==> src/rist_pkg.sv <==
// ----------------------------------------------------------------------------
// rist_pkg: shared types and defaults of the inode slot table
// Item layouts, result status codes and default sizes of the table.
// ----------------------------------------------------------------------------
package rist_pkg;

    localparam int SLOTS_DEF             = 128;
    localparam int INODES_PER_SECTOR_DEF = 8;
    localparam int MAX_REFS_DEF          = 255;

    localparam int INODE_W  = 16;
    localparam int SLOT_W   = 7;
    localparam int LINK_W   = 8;
    localparam int ZONE_W   = 24;
    localparam int SECTOR_W = 25;

    typedef enum logic [3:0] {
        ST_HIT       = 4'd0,
        ST_LOADED    = 4'd1,
        ST_FULL      = 4'd2,
        ST_ROOT      = 4'd3,
        ST_DEC       = 4'd4,
        ST_WRITEBACK = 4'd5,
        ST_FREED     = 4'd6,
        ST_BADPUT    = 4'd7,
        ST_MAXED     = 4'd8
    } status_t;

    typedef enum logic {
        MODE_GET = 1'b0,
        MODE_PUT = 1'b1
    } mode_t;

    typedef struct packed {
        mode_t                     mode;
        logic [INODE_W-1:0]        inode_number;
        logic [SLOT_W-1:0]         slot_index;
        logic signed [LINK_W-1:0]  link_count;
    } req_t;

    typedef struct packed {
        logic [SLOT_W-1:0]   slot;
        status_t             status;
        logic [SECTOR_W-1:0] load_sector;
    } rsp_t;

endpackage

==> src/refcounted_inode_slot_table_core.sv <==
// ----------------------------------------------------------------------------
// refcounted_inode_slot_table_core: reference-counted inode slot table
// Caches inode numbers in a table of counted slots. A get finds or claims
// a slot, a put releases one and reports write-back or freeing on disk.
// ----------------------------------------------------------------------------
// Usage:
//   The req channel (req_valid, req_stall, req) carries one get or put item.
//   The rsp channel (rsp_valid, rsp_stall, rsp) returns exactly one result
//   item for each request item, in order. The cfg channel writes the first
//   sector of the inode zone and is always ready; write it only while idle.
//   The table lives in one synchronous memory of SLOTS entries that is read
//   one entry per cycle. A get walks the table in order until it hits or
//   has checked the last entry, then claims the first free slot or reports
//   a full table. A put reads one entry and may write back a lowered count;
//   a put to a slot beyond the table skips the read.
//   After reset the block sweeps the memory to zero, one entry per cycle,
//   and holds req_stall high until it ends. Configuration writes are taken
//   during the sweep.
//   The result sits in an output register, so a new item is accepted while
//   the previous result waits on rsp_stall. A finished result behind a
//   stalled one waits inside the block until the output register frees up.
// ----------------------------------------------------------------------------
module refcounted_inode_slot_table_core #(
    parameter int SLOTS             = rist_pkg::SLOTS_DEF,
    parameter int INODES_PER_SECTOR = rist_pkg::INODES_PER_SECTOR_DEF,
    parameter int MAX_REFS          = rist_pkg::MAX_REFS_DEF
) (
    input  logic                        clk,
    input  logic                        rst_n,
    input  logic                        req_valid,
    output logic                        req_stall,
    input  rist_pkg::req_t              req,
    output logic                        rsp_valid,
    input  logic                        rsp_stall,
    output rist_pkg::rsp_t              rsp,
    input  logic                        cfg_valid,
    output logic                        cfg_ready,
    input  logic [rist_pkg::ZONE_W-1:0] cfg_data
);
    import rist_pkg::*;

    localparam int AW    = $clog2(SLOTS);
    localparam int REF_W = $clog2(MAX_REFS + 1);
    // Exact division by a constant: q = (n * MUL) >> SH for all 16-bit n.
    localparam int DIV_SH = INODE_W + $clog2(INODES_PER_SECTOR);
    localparam longint unsigned DIV_MUL =
        ((64'd1 << DIV_SH) + INODES_PER_SECTOR - 1) / INODES_PER_SECTOR;
    localparam int MUL_W = 18;

    typedef struct packed {
        logic [INODE_W-1:0] inode;
        logic [REF_W-1:0]   refs;
    } entry_t;

    typedef enum logic [2:0] {
        CLEAR,
        IDLE,
        GET_SCAN,
        PUT_RD,
        PUT_CHK,
        DONE
    } state_t;

    entry_t mem [SLOTS];
    entry_t rd_data_reg;
    logic [AW-1:0] rd_addr;
    logic          wr_en;
    logic [AW-1:0] wr_addr;
    entry_t        wr_data;

    state_t state_reg, state_next;
    req_t   req_reg, req_next;
    logic [AW:0]   scan_reg, scan_next;
    logic          chk_valid_reg, chk_valid_next;
    logic [AW-1:0] chk_idx_reg, chk_idx_next;
    logic          free_found_reg, free_found_next;
    logic [AW-1:0] free_idx_reg, free_idx_next;
    logic [AW-1:0] clr_reg, clr_next;
    logic [INODE_W-1:0] q_reg;
    logic [ZONE_W-1:0]  zone_reg;
    rsp_t   res_reg, res_next;
    rsp_t   rsp_reg, rsp_next;
    logic   rsp_valid_reg, rsp_valid_next;

    logic [INODE_W+MUL_W-1:0] prod;
    logic [AW+SLOT_W-1:0]     put_wide;
    logic [AW-1:0]            put_addr;
    logic                     put_idx_ok;
    logic [AW+SLOT_W-1:0]     chk_wide;
    logic [AW+SLOT_W-1:0]     fsel_wide;
    logic [AW-1:0]            fsel;
    logic                     issue;
    logic                     hit;
    logic                     cur_free;
    logic                     last;

    assign prod       = req_reg.inode_number * MUL_W'(DIV_MUL);
    assign put_wide   = {{AW{1'b0}}, req_reg.slot_index};
    assign put_addr   = put_wide[AW-1:0];
    assign put_idx_ok = {{(32-SLOT_W){1'b0}}, req.slot_index} < 32'(SLOTS);
    assign issue      = scan_reg < (AW+1)'(SLOTS);
    assign hit        = (rd_data_reg.refs != '0)
                        && (rd_data_reg.inode == req_reg.inode_number);
    assign cur_free   = rd_data_reg.refs == '0;
    assign last       = chk_idx_reg == AW'(SLOTS - 1);
    assign fsel       = free_found_reg ? free_idx_reg : chk_idx_reg;
    assign chk_wide   = {{SLOT_W{1'b0}}, chk_idx_reg};
    assign fsel_wide  = {{SLOT_W{1'b0}}, fsel};
    assign rd_addr    = (state_reg == GET_SCAN) ? scan_reg[AW-1:0] : put_addr;

    assign req_stall = state_reg != IDLE;
    assign rsp_valid = rsp_valid_reg;
    assign rsp       = rsp_reg;
    assign cfg_ready = 1'b1;

    always_comb
    begin
        state_next      = state_reg;
        req_next        = req_reg;
        scan_next       = scan_reg;
        chk_valid_next  = 1'b0;
        chk_idx_next    = chk_idx_reg;
        free_found_next = free_found_reg;
        free_idx_next   = free_idx_reg;
        clr_next        = clr_reg;
        res_next        = res_reg;
        rsp_next        = rsp_reg;
        rsp_valid_next  = rsp_valid_reg && rsp_stall;
        wr_en           = 1'b0;
        wr_addr         = put_addr;
        wr_data         = rd_data_reg;

        unique case (state_reg)
            CLEAR:
            begin
                wr_en    = 1'b1;
                wr_addr  = clr_reg;
                wr_data  = '0;
                clr_next = clr_reg + AW'(1);
                if (clr_reg == AW'(SLOTS - 1))
                begin
                    state_next = IDLE;
                end
            end
            IDLE:
            begin
                if (req_valid)
                begin
                    req_next        = req;
                    scan_next       = '0;
                    free_found_next = 1'b0;
                    res_next.slot        = req.slot_index;
                    res_next.status      = ST_BADPUT;
                    res_next.load_sector = '0;
                    if (req.mode == MODE_GET)
                    begin
                        state_next = GET_SCAN;
                    end
                    else if (put_idx_ok)
                    begin
                        state_next = PUT_RD;
                    end
                    else
                    begin
                        state_next = DONE;
                    end
                end
            end
            GET_SCAN:
            begin
                // Reads are issued one entry ahead of the check.
                if (issue)
                begin
                    scan_next = scan_reg + (AW+1)'(1);
                end
                chk_valid_next = issue;
                chk_idx_next   = scan_reg[AW-1:0];
                if (chk_valid_reg)
                begin
                    res_next.load_sector = '0;
                    if (hit)
                    begin
                        res_next.slot = chk_wide[SLOT_W-1:0];
                        if (rd_data_reg.refs == REF_W'(MAX_REFS))
                        begin
                            res_next.status = ST_MAXED;
                        end
                        else
                        begin
                            wr_en           = 1'b1;
                            wr_addr         = chk_idx_reg;
                            wr_data.inode   = rd_data_reg.inode;
                            wr_data.refs    = rd_data_reg.refs + REF_W'(1);
                            res_next.status = ST_HIT;
                        end
                        chk_valid_next = 1'b0;
                        state_next     = DONE;
                    end
                    else
                    begin
                        if (cur_free && !free_found_reg)
                        begin
                            free_found_next = 1'b1;
                            free_idx_next   = chk_idx_reg;
                        end
                        if (last)
                        begin
                            if (free_found_reg || cur_free)
                            begin
                                wr_en         = 1'b1;
                                wr_addr       = fsel;
                                wr_data.inode = req_reg.inode_number;
                                wr_data.refs  = REF_W'(1);
                                res_next.slot        = fsel_wide[SLOT_W-1:0];
                                res_next.status      = ST_LOADED;
                                res_next.load_sector = SECTOR_W'(zone_reg)
                                                       + SECTOR_W'(q_reg);
                            end
                            else
                            begin
                                res_next.slot   = '0;
                                res_next.status = ST_FULL;
                            end
                            chk_valid_next = 1'b0;
                            state_next     = DONE;
                        end
                    end
                end
            end
            PUT_RD:
            begin
                state_next = PUT_CHK;
            end
            PUT_CHK:
            begin
                // The root check comes before the count check.
                priority if (rd_data_reg.inode == '0)
                begin
                    res_next.status = ST_ROOT;
                end
                else if (rd_data_reg.refs == '0)
                begin
                    res_next.status = ST_BADPUT;
                end
                else if (rd_data_reg.refs == REF_W'(1))
                begin
                    wr_en        = 1'b1;
                    wr_data.refs = '0;
                    res_next.status = (req_reg.link_count <= 8'sd0) ? ST_FREED
                                                                    : ST_WRITEBACK;
                end
                else
                begin
                    wr_en        = 1'b1;
                    wr_data.refs = rd_data_reg.refs - REF_W'(1);
                    res_next.status = ST_DEC;
                end
                state_next = DONE;
            end
            DONE:
            begin
                if (!rsp_valid_reg || !rsp_stall)
                begin
                    rsp_next       = res_reg;
                    rsp_valid_next = 1'b1;
                    state_next     = IDLE;
                end
            end
            default:
            begin
                state_next = IDLE;
            end
        endcase
    end

    always_ff @(posedge clk)
    begin
        if (wr_en)
        begin
            mem[wr_addr] <= wr_data;
        end
        rd_data_reg <= mem[rd_addr];
    end

    always_ff @(posedge clk or negedge rst_n)
    begin
        if (!rst_n)
        begin
            state_reg      <= CLEAR;
            clr_reg        <= '0;
            chk_valid_reg  <= 1'b0;
            rsp_valid_reg  <= 1'b0;
            zone_reg       <= '0;
        end
        else
        begin
            state_reg     <= state_next;
            clr_reg       <= clr_next;
            chk_valid_reg <= chk_valid_next;
            rsp_valid_reg <= rsp_valid_next;
            if (cfg_valid && cfg_ready)
            begin
                zone_reg <= cfg_data;
            end
        end
    end

    always_ff @(posedge clk)
    begin
        req_reg        <= req_next;
        scan_reg       <= scan_next;
        chk_idx_reg    <= chk_idx_next;
        free_found_reg <= free_found_next;
        free_idx_reg   <= free_idx_next;
        q_reg          <= INODE_W'(prod >> DIV_SH);
        res_reg        <= res_next;
        rsp_reg        <= rsp_next;
    end

    // The table is never written while the block waits for an item.
    a_no_write_idle: assert property (@(posedge clk) disable iff (!rst_n)
        (state_reg == IDLE || state_reg == DONE) |-> !wr_en)
        else $error("table written outside of item processing");

    // An accepted item always starts work in the next cycle.
    a_accept_starts: assert property (@(posedge clk) disable iff (!rst_n)
        (req_valid && !req_stall) |=> (state_reg != IDLE && state_reg != CLEAR))
        else $error("accepted item did not start");

    // Only a freshly loaded slot reports a sector.
    a_sector_loaded_only: assert property (@(posedge clk) disable iff (!rst_n)
        (rsp_valid && rsp.status != ST_LOADED) |-> (rsp.load_sector == '0))
        else $error("sector reported without a load");

    // A full table reports slot zero.
    a_full_slot_zero: assert property (@(posedge clk) disable iff (!rst_n)
        (rsp_valid && rsp.status == ST_FULL) |-> (rsp.slot == '0))
        else $error("full result with nonzero slot");

endmodule
==> config.mk <==
export PLATFORM = sky130hd
export DESIGN_NAME = refcounted_inode_slot_table_core
export DESIGN_NICKNAME = d
export VERILOG_FILES = /design/src/rist_pkg.sv /design/src/refcounted_inode_slot_table_core.sv
export SDC_FILE = /design/constraint.sdc
export NUM_CORES = 2
export LEC_CHECK = 0
export ABC_CLOCK_PERIOD_IN_PS = 14100
export BUFFER_PORTS_ARGS = -buffer_cell sky130_fd_sc_hd__buf_2
export CELL_PAD_IN_SITES_DETAIL_PLACEMENT = 0
export CELL_PAD_IN_SITES_GLOBAL_PLACEMENT = 1
export CORE_MARGIN = 2
export CORE_UTILIZATION = 54
export CTS_BUF_LIST = sky130_fd_sc_hd__clkbuf_4 sky130_fd_sc_hd__clkbuf_8 sky130_fd_sc_hd__clkbuf_16
export CTS_CLUSTER_SIZE = 40
export DETAILED_ROUTE_END_ITERATION = 12
export HOLD_SLACK_MARGIN = 0.1
export PLACE_DENSITY_LB_ADDON = 0.1
export SLEW_MARGIN = 20
export SYNTH_ARGS = -nofsm -noshare
export SYNTH_HDL_FRONTEND = slang
export SYNTH_SLANG_ARGS = --single-unit
==> constraint.sdc <==
create_clock -name clk -period 14.1 [get_ports clk]
set_input_delay 2.115 -clock clk [delete_from_list [all_inputs] [get_ports clk]]
set_output_delay 2.115 -clock clk [all_outputs]
set_load 0.05 [all_outputs]
# Word level (Yosys, flattened, before mapping)
# Memory sizes are Yosys's and may differ from the RTL's. A register that Yosys moved wholly into a read port is not among the register bits.
# Index checks and enable logic that the tools add are counted.
# word_totals
regBits	175
mem_bits_rw	3072
inputBits	61
output_inout_bits	39
elab_cells	135
memories	1
# op_classes
addsub	5
magnitude_cmp	2
n_eq_ne	19
n_mux	65
n_bitwise	1
reduce_logical	23
# memory_table
memory	depth	width	rd	rd_clocked_by_memory_dff	wr	line_no	source
mem	128	24	1	1	1	refcounted_inode_slot_table_core.sv:64	entry_t mem [SLOTS];
# op_table
cell	count
2-to-1 mux 36 bit	3
2-to-1 mux 24 bit	4
2-to-1 mux 25 bit	2
case mux 25 bit (2 select lines)	1
2-to-1 mux 7 bit	7
2-to-1 mux 8 bit	6
case mux 16 bit (2 select lines)	1
case mux 7 bit (2 select lines)	2
adder 24 x 13 -> 25 bit	1
case mux 8 bit (3 select lines)	1
2-to-1 mux 11 bit	2
2-to-1 mux 1 bit	20
2-to-1 mux 3 bit	6
case mux 3 bit (6 select lines)	1
adder 8 x 1 -> 8 bit (second input constant)	2
equality test 16 bit	1
zero test 16 bit	1
case mux 8 bit (2 select lines)	1
equality test 7 bit (second input constant)	2
2-to-1 mux 4 bit	3
inequality test 2 bit (second input constant)	6
case mux 4 bit (3 select lines)	1
AND reduction 4 bit	3
AND reduction 5 bit	2
other kinds (26)	36

# Logic depth before layout (Yosys ltp)
# logic_depth
depth_word	9
ltp_mapped	14
mapped_depth_nobuf	11

# Worst setup path after synthesis
# Ideal clock, no wire load.
# synth_path
path_kind	register to register
start	reg state_reg[0]
end	mem mem[0][6] in the netlist's numbering (data pin)
setup_time_ns	1.794
arrival_time_ns	9.544
t_required_ns	12.306
path_slack_ns	2.761
path_stages_with_launch	6
n_path_buf	1
synth_period_minus_slack_ns	11.339
path_cell_list	dfrtp_1 -> or3b_2 -> inv_1 -> nand2_1 -> clkbuf_1 -> o311ai_0
# synth_lines
item	line_no	source
start: declaration	refcounted_inode_slot_table_core.sv:71	state_t state_reg, state_next;
start signal: assignment	refcounted_inode_slot_table_core.sv:297	state_reg <= state_next;
end: declaration	refcounted_inode_slot_table_core.sv:64	

# Worst setup path after layout
# layout_path
start	reg state_reg[0]
end	reg rd_data_reg[8] (netlist name)
# layout_via
elab_chain_cells	2
# layout_lines
item	line_no	source
equality test 3 x 2 -> 1 bit	refcounted_inode_slot_table_core.sv:109	assign rd_addr = (state_reg == GET_SCAN) ? scan_reg[AW-1:0] : put_addr;
2-to-1 mux 7 bit	refcounted_inode_slot_table_core.sv:109	
# Every way passes these cells.
# A chain may end at the register's enable or synchronous reset.

==> run_results.csv <==
group,metric,value,unit
drt,wl_per_cell,33.2,um
drt,drc,0,
logic_synthesis,ys.warnings.count,0,
logic_synthesis,synth_common_cells,"3198 x edfxtp_1, 1323 x nand2_1, 765 x nand3_1",
setup_path,required,14.98,ns
layout,fillCellCount,17300,
timing,final_max_slew_viol_count,0,
global_routing,grt_pass1_vias,68800,
floorplan,die_y,489,um
power_and_ir_drop,pwr_density_cell,205,mW/mm2
logic_synthesis,yosysTopAreaCell,"edfxtp_1",
setup_path,path_max_fanout,120,
floorplan,die_w,489,um
logic_synthesis,synth-edff-count,3198,
global_routing,grt_overflow_total,0,
clock_network,cts.sinks,3271,
logic_synthesis,synthCells,7651,
layout,nNetsFinal,7987,
drt,detail_route.iter0.violations,10500,
clock_network,clkSlewWorstSetupHoldPaths,0.06,ns
clock_network,clk_latency,0.96,ns
clock_network,h-tree-depth,5,
placed_design,port_buffers,98,
setup_path,path_cells,"or3b_2 > buf_4 > inv_1 > nand2_1 > nand2_4 > buf_4 > buf_4 > buf_12 > mux4_2 > o22ai_1 > o21ai_0 > nand3_1 > nand3_1",
timing,relSlewSlack,15.4,%
drt,final_antenna_net_count,0,
logic_synthesis,synth_area_leaders,"edfxtp_1 76%, mux4_2 7.2%, nand2_1 3.9%",
power_and_ir_drop,ir_worst_vdd,0.000181,V
timing,finalClockSkew,0.0462,ns
logic_synthesis,synth_top_area_share,75.5,%
drt,drt-pass1-iter-count,6,
setup_path,crit_family,"buffers and inverters",
layout,seq_area,0.0977,mm2
layout,largest_reg_flops,3072,
timing,worstMarginPinSlew,1.27,ns
logic_synthesis,syn_avg_cell_area,16.6,um2
layout,drive_above_1_share,18.5,%
global_routing,grt-busiest-layer,"met2",
clock_network,cts_tree,"built",
setup_path,slowest_delay,0.82,ns
logic_synthesis,synthDistinctLibCells,72,
timing,finalSetupViolations,0,
placed_design,dp_hpwl,210000,um
logic_synthesis,async_flop_share,1.10,%
logic_synthesis,yosys_most_used_dff,"edfxtp_1",
global_routing,use_met3,7.34,%
clock_network,postCtsSetupRepairBufs,0,
logic_synthesis,synth_most_common_cell,"edfxtp_1",
layout,syn_to_final_growth,12.8,%
timing,fmax,0.141,GHz
drt,via_per_inst,6.48,
logic_synthesis,ys_ff_latch,3271,
placed_design,globalplace.congestion,0.896,
layout,multiInputGateArea,0.0283,mm2
timing,fin_crit,7.10,ns
timing,finalSetupTns,0,ns
timing,hold_viol,0,
clock_network,root_buffer,"clkbuf_16",
global_routing,track_usage,31.3,%
floorplan,core_area,0.235,mm2
setup_path,worstSetupStartpoint,"state_reg[0]",
floorplan,start_util,54.1,%
clock_network,cts_made_buffers,347,
run,maxCapViolCount,0,
logic_synthesis,seq_area_frac_synth,76.8,%
logic_synthesis,netlist_area,0.127,mm2
global_routing,antenna_found_initial,18,
global_routing,grt_pass1_wl,526000,um
setup_path,cpMaxStageDelayCell,"buf_4",
floorplan,row_count,178,
layout,final_core_util,61.1,%
setup_path,crit_type,"reg -> reg",
setup_path,r2r-start,"state_reg[0]",
floorplan,ios,100,
clock_network,hold_buffers,0,
logic_synthesis,synth.net_count,7731,
setup_path,arrival,7.98,ns
timing,rsz0062_at_grt,"false",
global_routing,use_met2,46.9,%
setup_path,critPathLaunchType,"flip-flop",
hold_path,min_from,"res_reg[28]",
clock_network,cts_buffer_depth,4,
hold_path,hp-class,"reg -> reg",
outcome,status,"completed",
clock_network,cts_resized,0,
global_routing,gr-usage-met1,46.5,%
drt,vias,73300,
floorplan,dieArea,0.239,mm2
timing,period_share,50.4,%
drt,wl,375000,um
setup_path,path_buf_inv,5,
setup_path,crit_path_end_kind,"flip-flop",
global_routing,grt_max_degree,132,
setup_path,crit_path_frequent_cell,"buf_4",
power_and_ir_drop,p_leak,0.0474,uW
==> power by group <==
part,switching (uW),internal [uW]
clock network,3650,5090
logic,5720,1850
registers,303,12800
total,9670,19800
==> final cells by class <==
cell class,instances,area share [%]
inverter,15,0.0393
multi-input combinational,3922,19.8
timing repair buffer,350,1.82
clock inverter,178,0.993
sequential,3271,68.1
tap,3150,2.75
antenna,4,0.00698
clock buffer,425,6.52
==> cell usage in the layout, fill, tap and decap left out, types with 10 or more instances in the layout <==
| cell | Yosys | final |
|---|---|---|
| edfxtp_1 | 3198 | 3198 |
| nand2_1 | 1323 | 1315 |
| nand3_1 | 765 | 764 |
| mux4_2 | 405 | 405 |
| clkbuf_16 | 0 | 351 |
| buf_4 | 18 | 237 |
| mux2i_1 | 183 | 179 |
| nor2_1 | 293 | 164 |
| a21oi_1 | 130 | 128 |
| nor2_2 | 1 | 125 |
| buf_2 | 117 | 98 |
| clkinv_1 | 0 | 88 |
| a22oi_1 | 83 | 83 |
| nand4_1 | 75 | 75 |
| clkbuf_4 | 0 | 73 |
| o21ai_0 | 76 | 72 |
| o22ai_1 | 70 | 70 |
| a32oi_1 | 61 | 61 |
| nor3_1 | 65 | 56 |
| clkinv_2 | 0 | 45 |
| a31oi_1 | 40 | 39 |
| dfxtp_1 | 37 | 37 |
| dfrtp_1 | 36 | 36 |
| or3_1 | 33 | 33 |
| and3_1 | 32 | 32 |
| mux2_2 | 30 | 28 |
| o2111ai_1 | 26 | 26 |
| xor2_1 | 24 | 24 |
| nor4_1 | 34 | 22 |
| bufinv_16 | 0 | 22 |
| xnor2_1 | 18 | 18 |
| ha_1 | 18 | 18 |
| a22o_4 | 0 | 16 |
| inv_1 | 15 | 15 |
| nor4_2 | 0 | 12 |
| nand2b_1 | 10 | 10 |
| inv_6 | 0 | 10 |
| buf_12 | 0 | 10 |
==> metal layers <==
layer,share of wire [%],vias up
li1,-,30300
met1,40,38200
met2,45,4172
met3,11,641
met4,3.0,12
met5,0.041,-
==> cells by family after synthesis <==
logic type | after synthesis | synth area share [%]
xor+xnor | 42 | 0.289
flops | 3271 | 76.8
compound gates | 564 | 2.95
simple gates | 2676 | 9.27
other cells | 1 | 0.00295
buf+inv | 458 | 1.54
mux | 620 | 8.91
fa+ha+maj | 19 | 0.193
==> final timing paths <==
check / to / slack (ns) / cells after the start
worst max-delay path: rd_data_reg[8] / 7.00 / 13
worst min-delay path: rsp[28] / 0.42 / 0
worst max register to register: rd_data_reg[8] / 7.00 / 13
worst min register to register: rsp[28] / 0.42 / 0
max in group asynchronous: clr_reg[5] / 12.18 / 1
min in group asynchronous: zone_reg[5] / 1.32 / 1
==> stage by stage <==
stage / instances / total power (uW) / setup slack (ns) / hold slack [ns] / area, um2
after global routing: 11300 / 30300 / 6.79 / 0.421 / 143000
after detailed placement: 10700 / 20800 / 7.08 / 0.405 / 132000
after floorplan: 7651 / 17600 / 2.76 / 0.390 / 127000
final: 11300 / 29400 / 7.00 / 0.417 / 143000
after global placement: 10700 / 20600 / 7.22 / 0.401 / 132000
after CTS: 11300 / 29400 / 7.08 / 0.418 / 143000
(Power assumes the default switching activity.)
